### src/rtl/two_way_block_cache_tags_unit_macros.svh
// Assertion macros for the block cache tag unit.
// Users must have clk and arst_n in scope; bodies vanish under SYNTHESIS.
`ifndef TWO_WAY_BLOCK_CACHE_TAGS_UNIT_MACROS_SVH
`define TWO_WAY_BLOCK_CACHE_TAGS_UNIT_MACROS_SVH
`ifndef SYNTHESIS
`define BTC_ASSERT(label, prop) \
	label: assert property (@(posedge clk) disable iff (!arst_n) prop) \
		else $error("btc: assertion failed");
`define BTC_ASSERT_NEVER(label, cond) \
	label: assert property (@(posedge clk) disable iff (!arst_n) !(cond)) \
		else $error("btc: forbidden condition seen");
`else
`define BTC_ASSERT(label, prop)
`define BTC_ASSERT_NEVER(label, cond)
`endif
`endif

### src/rtl/btc_pkg.sv
// Shared constants and types of the two-way block cache tag unit.
// No dependencies.
`default_nettype none

package btc_pkg;

	localparam int unsigned NUM_SETS    = 512;
	localparam int unsigned BLOCK_BYTES = 32768;
	localparam int unsigned MAX_FILES   = 256;

	localparam int unsigned SET_W      = $clog2(NUM_SETS);
	localparam int unsigned FILE_W     = 8;
	localparam int unsigned BLOCK_W    = 48;
	localparam int unsigned BYTES_W    = 16;
	localparam int unsigned SET_IDX_W  = 9;

	localparam int unsigned HASH_SHIFT = 17;
	localparam int unsigned HASH_W     = HASH_SHIFT + SET_W;
	localparam logic [63:0] HASH_FILE_MUL  = 64'h0000_0100_0000_01B3;
	localparam logic [63:0] HASH_BLOCK_MUL = 64'h9E37_79B9_7F4A_7C15;

	localparam logic REQ_ACCESS = 1'b0;
	localparam logic REQ_INVAL  = 1'b1;

	typedef struct packed {
		logic               valid;
		logic [FILE_W-1:0]  file_id;
		logic [BLOCK_W-1:0] block_index;
		logic [BYTES_W-1:0] bytes;
	} way_t;

	// one memory row holds a whole set
	typedef struct packed {
		logic       recent;
		way_t [1:0] way;
	} row_t;

	typedef struct packed {
		logic               req_type;
		logic [FILE_W-1:0]  file_id;
		logic [BLOCK_W-1:0] block_index;
		logic               fill_ok;
		logic [BYTES_W-1:0] fill_bytes;
	} req_t;

	typedef struct packed {
		logic               bypass;
		logic               hit;
		logic               served;
		logic               way_used;
		logic [BYTES_W-1:0] present_bytes;
	} lk_res_t;

endpackage

`default_nettype wire

### src/rtl/btc_lookup.sv
// Tag compare, victim choice and row update for one set of the block cache.
// Depends on btc_pkg.
`default_nettype none

module btc_lookup
	import btc_pkg::*;
(
	input  row_t               row,
	input  wire [FILE_W-1:0]   file_id,
	input  wire [BLOCK_W-1:0]  block_index,
	input  wire                fill_ok,
	input  wire [BYTES_W-1:0]  fill_bytes,
	output row_t               new_row,
	output lk_res_t            res
);

	logic               m0;
	logic               m1;
	logic               in_range;
	logic               hw;
	logic               victim;
	logic [BYTES_W-1:0] sat_bytes;

	always_comb begin
		m0 = row.way[0].valid && row.way[0].file_id == file_id
			&& row.way[0].block_index == block_index;
		m1 = row.way[1].valid && row.way[1].file_id == file_id
			&& row.way[1].block_index == block_index;
		in_range = 32'(file_id) < MAX_FILES;
		hw = !m0;
		// way 1 goes first when empty or least recently used
		victim = !row.way[1].valid || !row.recent;
		sat_bytes = (32'(fill_bytes) > BLOCK_BYTES) ? BYTES_W'(BLOCK_BYTES) : fill_bytes;

		new_row = row;
		res = '0;
		if (!in_range) begin
			res.bypass = 1'b1;
		end else if (m0 || m1) begin
			new_row.recent    = hw;
			res.hit           = 1'b1;
			res.served        = 1'b1;
			res.way_used      = hw;
			res.present_bytes = row.way[hw].bytes;
		end else begin
			res.way_used = victim;
			if (!fill_ok) begin
				new_row.way[victim].valid = 1'b0;
			end else begin
				new_row.way[victim].valid       = 1'b1;
				new_row.way[victim].file_id     = file_id;
				new_row.way[victim].block_index = block_index;
				new_row.way[victim].bytes       = sat_bytes;
				new_row.recent                  = victim;
				res.served                      = 1'b1;
				res.present_bytes               = sat_bytes;
			end
		end
	end

endmodule

`default_nettype wire

### config.mk
export PLATFORM = sky130hd
export DESIGN_NAME = btc_lookup
export DESIGN_NICKNAME = d
export VERILOG_FILES = /design/src/rtl/two_way_block_cache_tags_unit_macros.svh /design/src/rtl/btc_pkg.sv /design/src/rtl/btc_lookup.sv
export SDC_FILE = /design/constraint.sdc
export NUM_CORES = 1
export LEC_CHECK = 0
export BUFFER_PORTS_ARGS = -buffer_cell sky130_fd_sc_hd__buf_2
export CAP_MARGIN = 20
export CORE_AREA = 2 2 149 151
export DETAILED_ROUTE_END_ITERATION = 8
export DIE_AREA = 0 0 151 153
export PLACE_DENSITY_LB_ADDON = 0.15
export SLEW_MARGIN = 5
export SYNTH_ARGS = -nofsm -noshare
export SYNTH_HDL_FRONTEND = slang
export SYNTH_SLANG_ARGS = --single-unit
### constraint.sdc
create_clock -name vclk -period 3.3
set_clock_uncertainty 0.2 [all_clocks]
set_input_delay 0.495 -clock vclk [all_inputs]
set_output_delay 0.495 -clock vclk [all_outputs]
set_load 0.03 [all_outputs]
==> results.md <==
* Status: complete, but fails checks
* Failing checks: negative setup slack
* Count leader, synth: mux2_2
* Cell area after layout at 7740 um2
* Busiest grt layer: met2
* DRC Markers at 0
* Min setup slack post-route at -0.327 ns
* Final setup fails at 164
* Final global-route overflow total at 0
* Met1 Use GR at 0.218
* Cells after Synth at 429
* RSZ-0062 raised after global routing: true
* Ys Warns at 0
* Tmin final at 3.63 ns
* Final sequential cell count at 0
* Stages on worst setup path at 11
* Routability-driven placement congestion ratio at 0.814
* Crit-path most repeated cell: buf_4
* Core area at 21,500 um2
* Initial Utilization at 0.170
* Overall Power at 1380 uW
* Slew Viols, Final at 0
* Final Hold Slack at 1.13 ns
* Wirelength per Cell at 19.0 um
* I/O pins at 387
* Post-synth top area cell: mux2_2
* Hold Path Stages at 3
* CP delay by family, top: simple AND/OR/NAND/NOR gates
* Area Growth Syn to Fin at 112%
* Met3 Use GR at 0.0173
* Mapped Area at 3650 um2
* Die Y at between 150 and 200 um
* Bufs and invs on worst path at 4
* FF+latch area at 0 um2
* Tcrit/Tclk final at 1.10
* Hold WC Path Type: in -> out
* Seq/Total Area, Yosys at 0
* DP Wirelength at 19,000 um
* DR vias at 5,185
* Footprint of the multi-input gates at 3650 um2
* Worst EP required at approximately 2.6 ns
* Input/output buffers at approximately 390
* WP data arrival at 2.93 ns
* Vias in the first global route at 5,498
* Die ar. at 23,100 um2
* Mapped Nets at roughly 650
* Total leakage power at 0.00394 uW
* 1st-iter DRT viols at 99
* Final Util at 0.360
* Largest net degree at the start of global routing at 26
* VDD IR max at 78.7 uV
* Routed WL at 22,300 um
* Slowest CP cell: a2111o_1
* Clock buffer count at 0
* Max-cap viol count at 0
* Layout cell share with drive strength beyond 1 at 0.682
* Nets at 1,110
* GR Util All Layers at 0.178
* Synth cell count leaders: 77 x mux2_2, 59 x mux2_1, 48 x xor2_1, 44 x xnor2_1
* TritonRoute pass-1 iters at 8
* Yosys cell types at 37
* DRT antenna net count at 0
* Worst-path cell chain: buf_6, nor2b_4, a2111o_1, nor4_4, buf_4, and3_4, and4_4, or3_4, buf_12, mux2_1, buf_4
* Setup crit end kind: output pin
* Crit path max fanout at 25
* Final Hold Viols at 0
* Filler Cell Count at 2,308
* Critical path class: in -> out
* Post-Syn Area per Cell at 8.52 um2
* Worst Setup SP: row[37]
* Post-placement cell area at approximately 6500 um2
* Yosys top cell area share at 0.237
* Crit path largest cell delay at between 0.4 and 0.5 ns
* Die width at between 150 and 200 um
* CTS hold repair buffers at 0
* Global-route wire length before repair at 31,800 um
* Fmax achieved at 276 MHz
* Num rows at 54
* Synth top area cells: mux2_2 24%, mux2_1 18%, xor2_1 12%
* Grt met2 use at 0.337
* Initial antenna violation count at 3
* Critical path endpoint: new_row[40]
* PD cells at 178 nW/um2
* Avg Vias per Cell at 4.43
* Startpoint types: input port
[what timing repair did]
action | CTS | global route
setup endpoints to repair | 166 | 165
pin swaps | 17 | 9
setup buffers | 10 | 0
gates cloned | 2 | 0
resized for setup | 240 | 113
[stage by stage]
step | std cells | setup WS, ns | setup TNS (ns)
final | 1171 | -0.327 | -41.70
after global routing | 1171 | -0.511 | -71.59
after CTS | 1168 | -0.408 | -56.24
after detailed placement | 1156 | -0.731 | -103.56
after global placement | 1156 | -0.757 | -106.77
after floorplan | 429 | -0.0622 | -0.560
[placed cells by master (no fill, tap or decap), drive strengths merged]
master and instances:
a2111o 1, and2 14, o2bb2ai 1, nor2b 5
nor4 19, bufbuf 1, diode 3, o21ai 6
a221oi 1, nor3b 1, nand3 4, conb 1
and4 2, xor2 48, nor3 3, a22o 30
clkbuf 5, o221ai 3, mux2 136, inv 30
a21oi 2, nand2 6, o22ai 9, or4 1
mux2i 10, buf 477, o31ai 1, and3 6
nand4 13, xnor2 44, or3 1, nor2 4
o211ai 1, a2111oi 2
[layer usage]
metal | vias to the layer above | part of all wire
li1 | 2520 | -
met1 | 2420 | 0.41
met2 | 223 | 0.51
met3 | 22 | 0.058
met4 | 0 | 0.020
met5 | - | 0
[how the worst min path moves through the flow]
stage	slack (ns)	from	endpoint
finish	1.13	row[41]	new_row[41]
global route	1.15	row[41]	new_row[41]
CTS	1.13	row[41]	new_row[41]
detailed placement	1.18	row[86]	new_row[86]
global placement	1.18	row[35]	new_row[35]
floorplan	1.02	block_index[11]	new_row[100]
[where the power goes]
part | switching [uW] | internal [uW] | total (uW)
logic | 738 | 640 | 1380
clock network | 0 | 0.000122 | 0.000122
registers | 0 | 0 | 0
total | 738 | 640 | 1380
[final cells by class]
type	instances	area share
Inverter	30	0.0145
Tap cell	280	0.0453
Multi-Input combinational cell	375	0.472
Antenna cell	3	0.000970
Timing Repair Buffer	483	0.468
[cells by family (layout without fill, tap and decap cells)]
family	after synthesis	count (layout)	synth area share
buffers and inverters	54	513	0.0798
XOR/XNOR	92	92	0.221
AND/OR/NAND/NOR	79	79	0.130
multiplexers	146	146	0.447
other	1	4	0.00103
AO/OA/AOI/OAI	57	57	0.122
[tightest hold or removal path, stage by stage]
cell    delay, ns
buf_6        0.07
mux2_1       0.12
buf_4        0.15
Power figures use the tool's default switching activity.
