<file path="src/rtl/two_way_block_cache_tags_unit_macros.svh">
// Assertion macros for the block cache tag unit.
// Users must have clk and arst_n in scope; bodies vanish under SYNTHESIS.
`ifndef TWO_WAY_BLOCK_CACHE_TAGS_UNIT_MACROS_SVH
`define TWO_WAY_BLOCK_CACHE_TAGS_UNIT_MACROS_SVH
`ifndef SYNTHESIS
`define BTC_ASSERT(label, prop) \
	label: assert property (@(posedge clk) disable iff (!arst_n) prop) \
		else $error("btc: assertion failed");
`define BTC_ASSERT_NEVER(label, cond) \
	label: assert property (@(posedge clk) disable iff (!arst_n) !(cond)) \
		else $error("btc: forbidden condition seen");
`else
`define BTC_ASSERT(label, prop)
`define BTC_ASSERT_NEVER(label, cond)
`endif
`endif

</file>
<file path="src/rtl/btc_pkg.sv">
// Shared constants and types of the two-way block cache tag unit.
// No dependencies.
`default_nettype none

package btc_pkg;

	localparam int unsigned NUM_SETS    = 512;
	localparam int unsigned BLOCK_BYTES = 32768;
	localparam int unsigned MAX_FILES   = 256;

	localparam int unsigned SET_W      = $clog2(NUM_SETS);
	localparam int unsigned FILE_W     = 8;
	localparam int unsigned BLOCK_W    = 48;
	localparam int unsigned BYTES_W    = 16;
	localparam int unsigned SET_IDX_W  = 9;

	localparam int unsigned HASH_SHIFT = 17;
	localparam int unsigned HASH_W     = HASH_SHIFT + SET_W;
	localparam logic [63:0] HASH_FILE_MUL  = 64'h0000_0100_0000_01B3;
	localparam logic [63:0] HASH_BLOCK_MUL = 64'h9E37_79B9_7F4A_7C15;

	localparam logic REQ_ACCESS = 1'b0;
	localparam logic REQ_INVAL  = 1'b1;

	typedef struct packed {
		logic               valid;
		logic [FILE_W-1:0]  file_id;
		logic [BLOCK_W-1:0] block_index;
		logic [BYTES_W-1:0] bytes;
	} way_t;

	// one memory row holds a whole set
	typedef struct packed {
		logic       recent;
		way_t [1:0] way;
	} row_t;

	typedef struct packed {
		logic               req_type;
		logic [FILE_W-1:0]  file_id;
		logic [BLOCK_W-1:0] block_index;
		logic               fill_ok;
		logic [BYTES_W-1:0] fill_bytes;
	} req_t;

	typedef struct packed {
		logic               bypass;
		logic               hit;
		logic               served;
		logic               way_used;
		logic [BYTES_W-1:0] present_bytes;
	} lk_res_t;

endpackage

`default_nettype wire

</file>
<file path="src/rtl/btc_hash.sv">
// Set hash of the block cache tag unit: registered products, xor and slice.
// Depends on btc_pkg.
`default_nettype none

module btc_hash
	import btc_pkg::*;
(
	input  wire                 clk,
	input  wire                 load,
	input  wire [FILE_W-1:0]    file_id,
	input  wire [BLOCK_W-1:0]   block_index,
	output logic [SET_W-1:0]    set_idx
);

	// only the low HASH_W bits of each 64-bit product reach the set index
	localparam logic [HASH_W-1:0] FILE_MUL_LO  = HASH_FILE_MUL[HASH_W-1:0];
	localparam logic [HASH_W-1:0] BLOCK_MUL_LO = HASH_BLOCK_MUL[HASH_W-1:0];

	logic [HASH_W-1:0] prod_f;
	logic [HASH_W-1:0] prod_b;
	logic [HASH_W-1:0] prod_f_s1;
	logic [HASH_W-1:0] prod_b_s1;
	logic [HASH_W-1:0] key;

	assign prod_f = HASH_W'(file_id) * FILE_MUL_LO;
	assign prod_b = block_index[HASH_W-1:0] * BLOCK_MUL_LO;

	always_ff @(posedge clk) begin
		if (load) begin
			prod_f_s1 <= prod_f;
			prod_b_s1 <= prod_b;
		end
	end

	assign key     = prod_f_s1 ^ prod_b_s1;
	assign set_idx = key[HASH_W-1:HASH_SHIFT];

endmodule

`default_nettype wire

</file>
<file path="config.mk">
export PLATFORM = sky130hd
export DESIGN_NAME = btc_hash
export DESIGN_NICKNAME = d
export VERILOG_FILES = /design/src/rtl/two_way_block_cache_tags_unit_macros.svh /design/src/rtl/btc_pkg.sv /design/src/rtl/btc_hash.sv
export SDC_FILE = /design/constraint.sdc
export NUM_CORES = 1
export LEC_CHECK = 0
export BUFFER_PORTS_ARGS = -buffer_cell sky130_fd_sc_hd__buf_2
export CAP_MARGIN = 10
export CORE_MARGIN = 2
export CORE_UTILIZATION = 60
export DETAILED_ROUTE_END_ITERATION = 7
export PLACE_DENSITY = 0.82
export SKIP_LAST_GASP = 1
export SLEW_MARGIN = 20
export SYNTH_ARGS = -nofsm -noshare
export SYNTH_HDL_FRONTEND = slang
export SYNTH_SLANG_ARGS = --single-unit
</file>
<file path="constraint.sdc">
create_clock -name clk -period 13.06 [get_ports clk]
set_input_delay 0 -clock clk [delete_from_list [all_inputs] [get_ports clk]]
set_output_delay 0 -clock clk [all_outputs]
set_load 0.05 [all_outputs]
</file>
==> results.py, run 1 <==
metrics = {
    "drt": {
        "routedWlPerCell_um": 15.1,
        "final_antenna_net_count": 0,
        "via_per_inst": 5.25,
        "drt_pre_antenna_iters": 4,
        "drt_iter0_markers": 61,
        "drc": 0,
        "route.final.wire_length_mm": 9.92,
        "detailroute.via_count": 3452,
    },
    "setup_path": {
        "worst-setup-path-type": "in2reg",
        "worst-endpoint-arrival_ns": 5.14,
        "worstSetupStartpointType": "primary input",
        "critical_path.n_buffers_inverters": 7,
        "critPathSlowestCell": "fa_1",
        "endpoint_kind": "flip-flop",
        "worst_ep_required_time_ns": 13.03,
        "critical_path.cell_chain": "buf_2, inv_1, fa_1, inv_1, fa_1, ha_1, inv_1, fa_1, inv_1, fa_1, fa_1, inv_1, fa_1, inv_1, ha_1, nor2_1, nand2_1, nor3_1, a311o_1, o21ai_1, xnor2_1",
        "critical_path.max_fanout": 9,
        "cpPeakStageDelay_ns": 0.55,
        "timing.critical_path.max_delay_family": "adder cells",
    },
    "final_layout": {
        "syn_to_final_growth_pct": 6.77,
        "largest_register_ff_count": 9,
        "largest_registers": "prod_b_s1 (9)",
        "largest_register": "prod_b_s1",
        "layout-drive-gt1-share_pct": 8.14,
        "stdcell_area_mm2": 0.00544,
        "area.sequential_um2": 270,
        "layout.filler_cells": 627,
        "number_of_nets_in_the_finished_design": 836,
        "antenna_cells_inserted": 0,
        "multi_input_comb_area_mm2": 0.00410,
    },
    "timing": {
        "setup_viol_count_final": 0,
        "setup_total_negative_slack_ns": 0,
        "rsz0062_at_grt": "no",
        "hold_viol": 0,
        "final_max_slew_viol_count": 0,
        "timing_worst_slew_pin_value_ns": 0.372,
        "slew_headroom_pct": 74.9,
        "final.min_clock_period_ns": 5.17,
        "max_fclk_mhz": 193,
        "period_share_pct": 39.6,
    },
    "clock_tree": {
        "cts_root_buf": "clkbuf_8",
        "cts.path.max_buffers": 2,
        "clk_pin_slew_ns": 0.04,
        "holdBufCountCts": 0,
        "tritoncts.num_buffers": 3,
        "maximum_level_of_the_cts_h_tree": 1,
        "cts.sinks": 9,
        "cts_tree": "done",
        "post-cts-setup-buffer-count": 0,
        "cts_repair_resize_count": 0,
    },
    "floorplan": {
        "design.die.area_mm2": 0.00925,
        "die_w_um": 96.2,
        "fp.dieH_um": 96.2,
        "placeableCoreArea_mm2": 0.00822,
        "core.rowCount": 33,
        "ios": 67,
        "floorplan.initialDensity_pct": 62.1,
    },
    "synth": {
        "synth-warning-count": 0,
        "synth_flop_cell": "edfxtp_1",
        "synth_top_area_share_pct": 34.6,
        "synth_seq_area_share_pct": 5.30,
        "syn_area_per_cell_um2": 9.92,
        "ys_ff_latch": 9,
        "postSynth.asyncResetShare_pct": 0,
        "synth-edff-count": 9,
        "synth.lib_cells_used.distinct": 32,
        "postSynthNetCount": 796,
        "syn_std_cell_area_mm2": 0.00510,
        "postSynthCellCount": 514,
        "yosysTopAreaCell": "fa_1",
        "netlist_top_cells_area": "fa_1 35%, ha_1 33%, inv_1 14%",
    },
    "flow_run": {
        "cap_violations": 0,
    },
    "placed_design": {
        "io_buffers": 36,
        "hpwlAfterDp_mm": 9.23,
        "placement.cell_area_mm2": 0.00540,
        "place_congestion": 0.887,
    },
    "global_route": {
        "global_route.overflow_total": 0,
        "grt_pass1_wl_mm": 17.0,
        "grt_usage_pct": 24.0,
        "antenna_found_initial": 0,
        "pin_count_of_the_biggest_net_entering_global_routing": 10,
        "grt_pass1_vias": 3821,
    },
    "outcome": {
        "result_of_the_run": "completed",
    },
    "hold_path": {
        "hold_path_class": "in2reg",
    },
}
==> cell usage after synthesis, drive strengths merged, types with 2 or more instances <==
library cell and instances:
inv 190, xnor2 30, a221oi 2, a31oi 3, o21ai 6, o211ai 2
a21oi 8, nand2 5, nand3 4, edfxtp 9, xor2 3, fa 88
nor3 5, nor2 7, o21a 2, and3 2, ha 136, a21o 3
==> layer usage <==
layer  GRT usage [%]  vias up  share of wire, %
li1                -     1638                 -
met1            30.2     1724                42
met2            43.7       67                52
met3            1.72       23               2.5
met4            7.26        0               3.2
met5               0        -                 0
==> stage by stage <==
stage               util [%]  hold slack, ns  std cells  worst slack [ns]
finish                  66.3           0.124        658              7.89
global route            66.3           0.128        658              7.66
CTS                     66.3           0.124        658              7.91
detailed placement      65.7           0.362        654              7.66
global placement        65.7           0.349        654              7.76
floorplan                  -           0.112        514              8.22
==> final timing paths <==
check | startpoint | to | slack (ns) | cells after the start
max | block_index[8] | prod_b_s1[25] | 7.89 | 21
min | load | prod_b_s1[21] | 0.12 | 1
==> logic make-up after synthesis <==
family / share of synthesized area (%)
compound gates: 4.12
xor+xnor: 5.67
simple gates: 2.77
fa+ha+maj: 67.9
flops: 5.30
buf+inv: 14.2
==> layout make-up <==
class	count	share of cell area, %
Clock buffer	4	0.827
Sequential cell	9	4.96
Tap cell	105	2.41
Multi-Input combinational cell	314	75.4
Inverter	190	13.1
Timing Repair Buffer	36	3.31
==> placed cells by master, fill, tap and decap left out, types with 2 or more instances in the layout <==
cell type  synthesis  routed
a21o_1             3       3
fa_1              88      88
buf_2              0      36
o21ai_0            5       5
edfxtp_1           9       9
o21a_1             2       2
inv_1            190     190
xnor2_1           30      30
nand3_1            3       3
ha_1             136     136
nand2_1            5       5
nor2_1             7       7
a31oi_1            2       2
xor2_1             3       3
a21oi_1            8       8
clkbuf_8           0       3
o211ai_1           2       2
nor3_1             5       5
Power of run 1 is not shown: default switching activity piles up to over one toggle a cycle in this logic, so the estimate is an artifact.
==> inputs of run 2 (changes only) <==
--- a/config.mk
+++ b/config.mk
@@ -5,6 +5,7 @@
 export SDC_FILE = /design/constraint.sdc
 export NUM_CORES = 1
 export LEC_CHECK = 0
+export ABC_AREA = 1
 export BUFFER_PORTS_ARGS = -buffer_cell sky130_fd_sc_hd__buf_2
 export CAP_MARGIN = 10
 export CORE_MARGIN = 2
==> constraint.sdc (replaced) <==
create_clock -name clk -period 5.1 [get_ports clk]
set_input_delay 0 -clock clk [delete_from_list [all_inputs] [get_ports clk]]
set_output_delay 0 -clock clk [all_outputs]
set_load 0.05 [all_outputs]
==> results.py, run 2 <==
metrics = {
    "synth": {
        "synth-warning-count": 0,
        "synth-edff-count": 9,
        "synth.lib_cells_used.distinct": 33,
        "yosysTopAreaCell": "fa_1",
        "syn_area_per_cell_um2": 8.22,
        "netlist_top_cells_area": "fa_1 31%, ha_1 30%, inv_1 15%",
        "yosys.area_share.simple_pct": 13.3,
        "synth_top_cells_by_count": "236 x inv_1, 136 x ha_1, 111 x nand2_1",
        "synth_flop_cell": "edfxtp_1",
        "largest_family_of_logic_cells_by_synthesized_area": "adder cells",
        "mux_contribution_to_synthesized_area_pct": 0,
        "synth-compound-area-share_pct": 4.35,
        "syn_std_cell_area_mm2": 0.00575,
        "postSynthCellCount": 699,
        "synth_top_area_share_pct": 30.6,
        "synth_seq_area_share_pct": 4.70,
        "postSynth.asyncResetShare_pct": 0,
        "most_repeated_cell_in_the_gate_level_netlist_after_synthesis": "inv_1",
        "post_synth_xor_area_fraction_pct": 1.68,
        "postSynthNetCount": 981,
        "ys_ff_latch": 9,
        "synthAdderAreaFrac_pct": 60.3,
    },
    "timing": {
        "slew_headroom_pct": 69.6,
        "final.min_clock_period_ns": 4.92,
        "setup_viol_count_final": 0,
        "max_fclk_mhz": 203,
        "timing_worst_slew_pin_value_ns": 0.454,
        "period_share_pct": 96.4,
        "rsz0062_at_grt": "yes",
        "hold_viol": 0,
        "final_max_slew_viol_count": 0,
    },
    "drt": {
        "drt_iter0_markers": 227,
        "metal3_wl_um": 476,
        "via_per_inst": 5.14,
        "route.final.wire_length_mm": 13.5,
        "detailroute.via_count": 4597,
        "routed-wl-met2_mm": 7.10,
        "drt_pre_antenna_iters": 5,
        "drc": 0,
        "top_layer": "met4",
        "routedWlPerCell_um": 15.1,
        "drt-met1-wl_mm": 5.32,
        "final_antenna_net_count": 0,
    },
    "floorplan": {
        "ios": 67,
        "floorplan.initialDensity_pct": 61.9,
        "die_w_um": 102,
        "design.die.area_mm2": 0.0104,
        "core.rowCount": 35,
        "fp.dieH_um": 102,
        "placeableCoreArea_mm2": 0.00928,
    },
    "final_layout": {
        "largest_registers": "prod_b_s1 (9)",
        "layout-drive-gt1-share_pct": 13.7,
        "largest_register_ff_count": 9,
        "syn_to_final_growth_pct": 12.2,
        "final_cell_mix": "234 x inv_1, 129 x ha_1, 110 x nand2_1",
        "final_core_util_pct": 69.5,
        "antenna_cells_inserted": 0,
        "layout.filler_cells": 725,
        "number_of_nets_in_the_finished_design": 1049,
        "mostFrequentLayoutCell": "inv_1",
        "largest_register": "prod_b_s1",
    },
    "global_route": {
        "grt_pass1_wl_mm": 22.9,
        "pin_count_of_the_biggest_net_entering_global_routing": 10,
        "global_route.overflow_total": 0,
        "antenna_found_initial": 0,
        "grt_usage_pct": 28.5,
        "grt_pass1_vias": 5135,
    },
    "placed_design": {
        "place_congestion": 0.950,
        "io_buffers": 36,
        "hpwlAfterDp_mm": 12.2,
    },
    "setup_path": {
        "worst-setup-path-type": "in2reg",
        "worst-endpoint-arrival_ns": 4.91,
        "endpoint_kind": "flip-flop",
        "critical_path.max_fanout": 4,
        "worstSetupStartpointType": "primary input",
        "startpoint": "block_index[9]",
        "worst_ep_required_time_ns": 5.10,
    },
    "hold_path": {
        "hold_path_class": "in2reg",
        "hp-start": "load",
    },
    "clock_tree": {
        "cts_tree": "done",
        "maximum_level_of_the_cts_h_tree": 1,
        "tritoncts.num_buffers": 3,
        "holdBufCountCts": 0,
        "clk_pin_slew_ns": 0.05,
        "cts_root_buf": "clkbuf_8",
        "cts.sinks": 9,
        "cts.path.max_buffers": 2,
    },
    "outcome": {
        "result_of_the_run": "completed",
    },
    "flow_run": {
        "cap_violations": 0,
    },
}
## run 2: cell count changes after synthesis, sizes merged, moves of 2 or more
cell    before  now
nand4        1    3
nor2         7   24
nand2        5  116
nand3        4   20
xor2         3    8
a21oi        8   19
o21a         2    0
xnor2       30    3
a221oi       2    0
inv        190  241
nor4         0    2
o21bai       0    3
o21ai        6   10
## run 2: metrics by stage
step	TNS, ns	setup WS [ns]	instance area (um^2)	hold WS (ns)	cells
after floorplan	0	0.259	5750	0.112	699
after global placement	-0.177	-0.0871	6280	0.368	889
after detailed placement	-0.678	-0.187	6280	0.371	889
after CTS	0	0.0774	6320	0.125	893
after global routing	-0.155	-0.0713	6450	0.124	895
final	0	0.183	6450	0.119	895
## run 2: worst max-delay path, cell delays in order
cell and delay (ns):
buf_2 0.10, inv_2 0.05, fa_1 0.57, inv_1 0.06
fa_1 0.48, ha_4 0.29, inv_1 0.05, fa_1 0.48
inv_1 0.06, fa_1 0.46, fa_1 0.52, inv_1 0.06
fa_1 0.52, inv_1 0.06, ha_4 0.30, nand2_2 0.10
nor2_4 0.13, inv_2 0.07, nor4_2 0.25, nand2_1 0.09
nand3_2 0.07, inv_1 0.04, nand2_1 0.06, nand2_1 0.04
## run 2: layer usage
layer,vias to the layer above,track usage [%]
met3,46,3.49
met5,-,0
met1,2192,32.2
met4,0,11.6
li1,2235,-
met2,124,54.4
## run 2: area by class of cell
class,count,area [um^2],share of cell area (%)
multi-input combinational,449,4680,72.6
inverter,241,905,14.0
sequential,9,270,4.19
timing repair buffer,63,385,5.97
clock buffer,4,45.0,0.698
tap,129,161,2.50
## run 2: worst paths after layout
kind	cells past startpoint	slack, ns	end
max	24	0.18	prod_b_s1[25]
min	1	0.12	prod_b_s1[23]
## run 2: cell families after synthesis
family,count (synthesis)
adder cells (fa/ha/maj),224
flip-flops,9
buffers and inverters,241
AO/OA/AOI/OAI,41
XOR/XNOR,11
AND/OR/NAND/NOR,173
## run 2: repair_timing
item,in CTS,in global routing
setup endpoints to repair,0,5
setup buffers,0,2
resized for setup,0,22
Power of run 2 is left out for the same reason.
==> inputs of run 3 (changes only) <==
--- a/config.mk
+++ b/config.mk
@@ -5,7 +5,7 @@
 export SDC_FILE = /design/constraint.sdc
 export NUM_CORES = 1
 export LEC_CHECK = 0
-export ABC_AREA = 1
+export ABC_AREA = 0
 export BUFFER_PORTS_ARGS = -buffer_cell sky130_fd_sc_hd__buf_2
 export CAP_MARGIN = 10
 export CORE_MARGIN = 2
==> results.py, run 3 (synthesis gave the netlist of run 1 again) <==
metrics = {
    "final_layout": {
        "antenna_cells_inserted": 0,
        "final_cell_mix": "189 x inv_1, 134 x ha_1, 88 x fa_1",
        "layout.filler_cells": 597,
        "area.sequential_um2": 270,
        "number_of_nets_in_the_finished_design": 856,
        "largest_registers": "prod_b_s1 (9)",
        "layout-drive-gt1-share_pct": 12.4,
        "syn_to_final_growth_pct": 10.6,
        "largest_register_ff_count": 9,
        "largest_register": "prod_b_s1",
        "mostFrequentLayoutCell": "inv_1",
        "multi_input_comb_area_mm2": 0.00414,
        "number_of_standard_cells_in_the_layout_taps_in_and_fillers_out": 678,
    },
    "placed_design": {
        "placement.setup.worst_slack_ns": -0.122,
        "io_buffers": 36,
        "place_congestion": 0.955,
        "hpwlAfterDp_mm": 9.43,
        "numPlacedInstances": 672,
    },
    "clock_tree": {
        "cts_root_buf": "clkbuf_8",
        "holdBufCountCts": 0,
        "cts.sinks": 9,
        "tritoncts.num_buffers": 3,
        "clk_pin_slew_ns": 0.04,
        "cts.path.max_buffers": 2,
        "maximum_level_of_the_cts_h_tree": 1,
        "cts_tree": "done",
    },
    "floorplan": {
        "core.rowCount": 33,
        "placeableCoreArea_mm2": 0.00822,
        "die_w_um": 96.2,
        "fp.dieH_um": 96.2,
        "design.die.area_mm2": 0.00925,
        "ios": 67,
        "floorplan.initialDensity_pct": 62.1,
    },
    "drt": {
        "drt-met1-wl_mm": 4.32,
        "route.final.wire_length_mm": 10.2,
        "drt_pre_antenna_iters": 4,
        "routed-wl-met2_mm": 5.19,
        "top_layer": "met4",
        "detailroute.via_count": 3471,
        "drt_iter0_markers": 113,
        "drc": 0,
        "via_per_inst": 5.12,
        "final_antenna_net_count": 0,
        "routedWlPerCell_um": 15.0,
        "metal3_wl_um": 321,
    },
    "timing": {
        "slew_headroom_pct": 67.8,
        "max_fclk_mhz": 202,
        "final.min_clock_period_ns": 4.94,
        "worst_hold_slack_ns": 0.132,
        "hold_viol": 0,
        "final_max_slew_viol_count": 0,
        "setup_total_negative_slack_ns": 0,
        "worst_slack_ns": 0.160,
        "timing_worst_slew_pin_value_ns": 0.478,
        "setup_viol_count_final": 0,
        "period_share_pct": 96.9,
    },
    "global_route": {
        "pin_count_of_the_biggest_net_entering_global_routing": 10,
        "grt_pass1_wl_mm": 17.5,
        "grt_usage_pct": 24.5,
        "grt_pass1_vias": 3977,
        "global_route.overflow_total": 0,
        "antenna_found_initial": 0,
    },
    "setup_path": {
        "worst-setup-path-type": "in2reg",
        "endpoint_kind": "flip-flop",
        "critical_path.cell_chain": "buf_2, inv_1, fa_1, inv_1, fa_1, ha_1, inv_1, fa_1, inv_1, fa_1, fa_1, inv_1, fa_1, inv_1, ha_1, o21a_1, o21ai_0, a31oi_1, nor2_1, xnor2_1",
        "critPathSlowestCell": "fa_1",
        "worst_ep_required_time_ns": 5.07,
        "critical_path.max_fanout": 3,
        "timing.critical_path.max_delay_family": "adder cells",
        "critical_path.n_buffers_inverters": 7,
        "cpPeakStageDelay_ns": 0.54,
        "worst-endpoint-arrival_ns": 4.91,
        "worstSetupStartpointType": "primary input",
    },
    "outcome": {
        "result_of_the_run": "completed",
    },
    "flow_run": {
        "cap_violations": 0,
    },
    "hold_path": {
        "hold_path_class": "in2reg",
    },
}
==> run 3: final timing paths <==
check	depth (start not counted)	startpoint	to	slack, ns
hold / removal	1	load	prod_b_s1[22]	0.13
setup / recovery	20	block_index[10]	prod_b_s1[23]	0.16
==> run 3: repair_timing <==
item | CTS | global route
resized for setup | 0 | 8
setup buffers | 0 | 2
setup endpoints to repair | 0 | 5
==> run 3: metal layers <==
layer  up-vias  GRT usage [%]
li1       1683              -
met1      1681           30.2
met2        79           44.2
met3        28           2.35
met4         0           9.17
met5         -              0
==> run 3: per-stage QoR <==
| stage | instance area, um^2 | utilization (%) |
|---|---|---|
| floorplan | 5100 | - |
| global placement | 5530 | 67.4 |
| detailed placement | 5530 | 67.4 |
| CTS | 5580 | 67.9 |
| global route | 5640 | 68.6 |
| finish | 5640 | 68.6 |
==> run 3: area by class of cell <==
class / instances / area share, %
Multi-Input combinational cell: 314 / 73.5
Tap cell: 105 / 2.33
Timing Repair Buffer: 56 / 5.95
Inverter: 190 / 12.6
Sequential cell: 9 / 4.79
Clock buffer: 4 / 0.799
Power of run 3 is left out for the same reason.
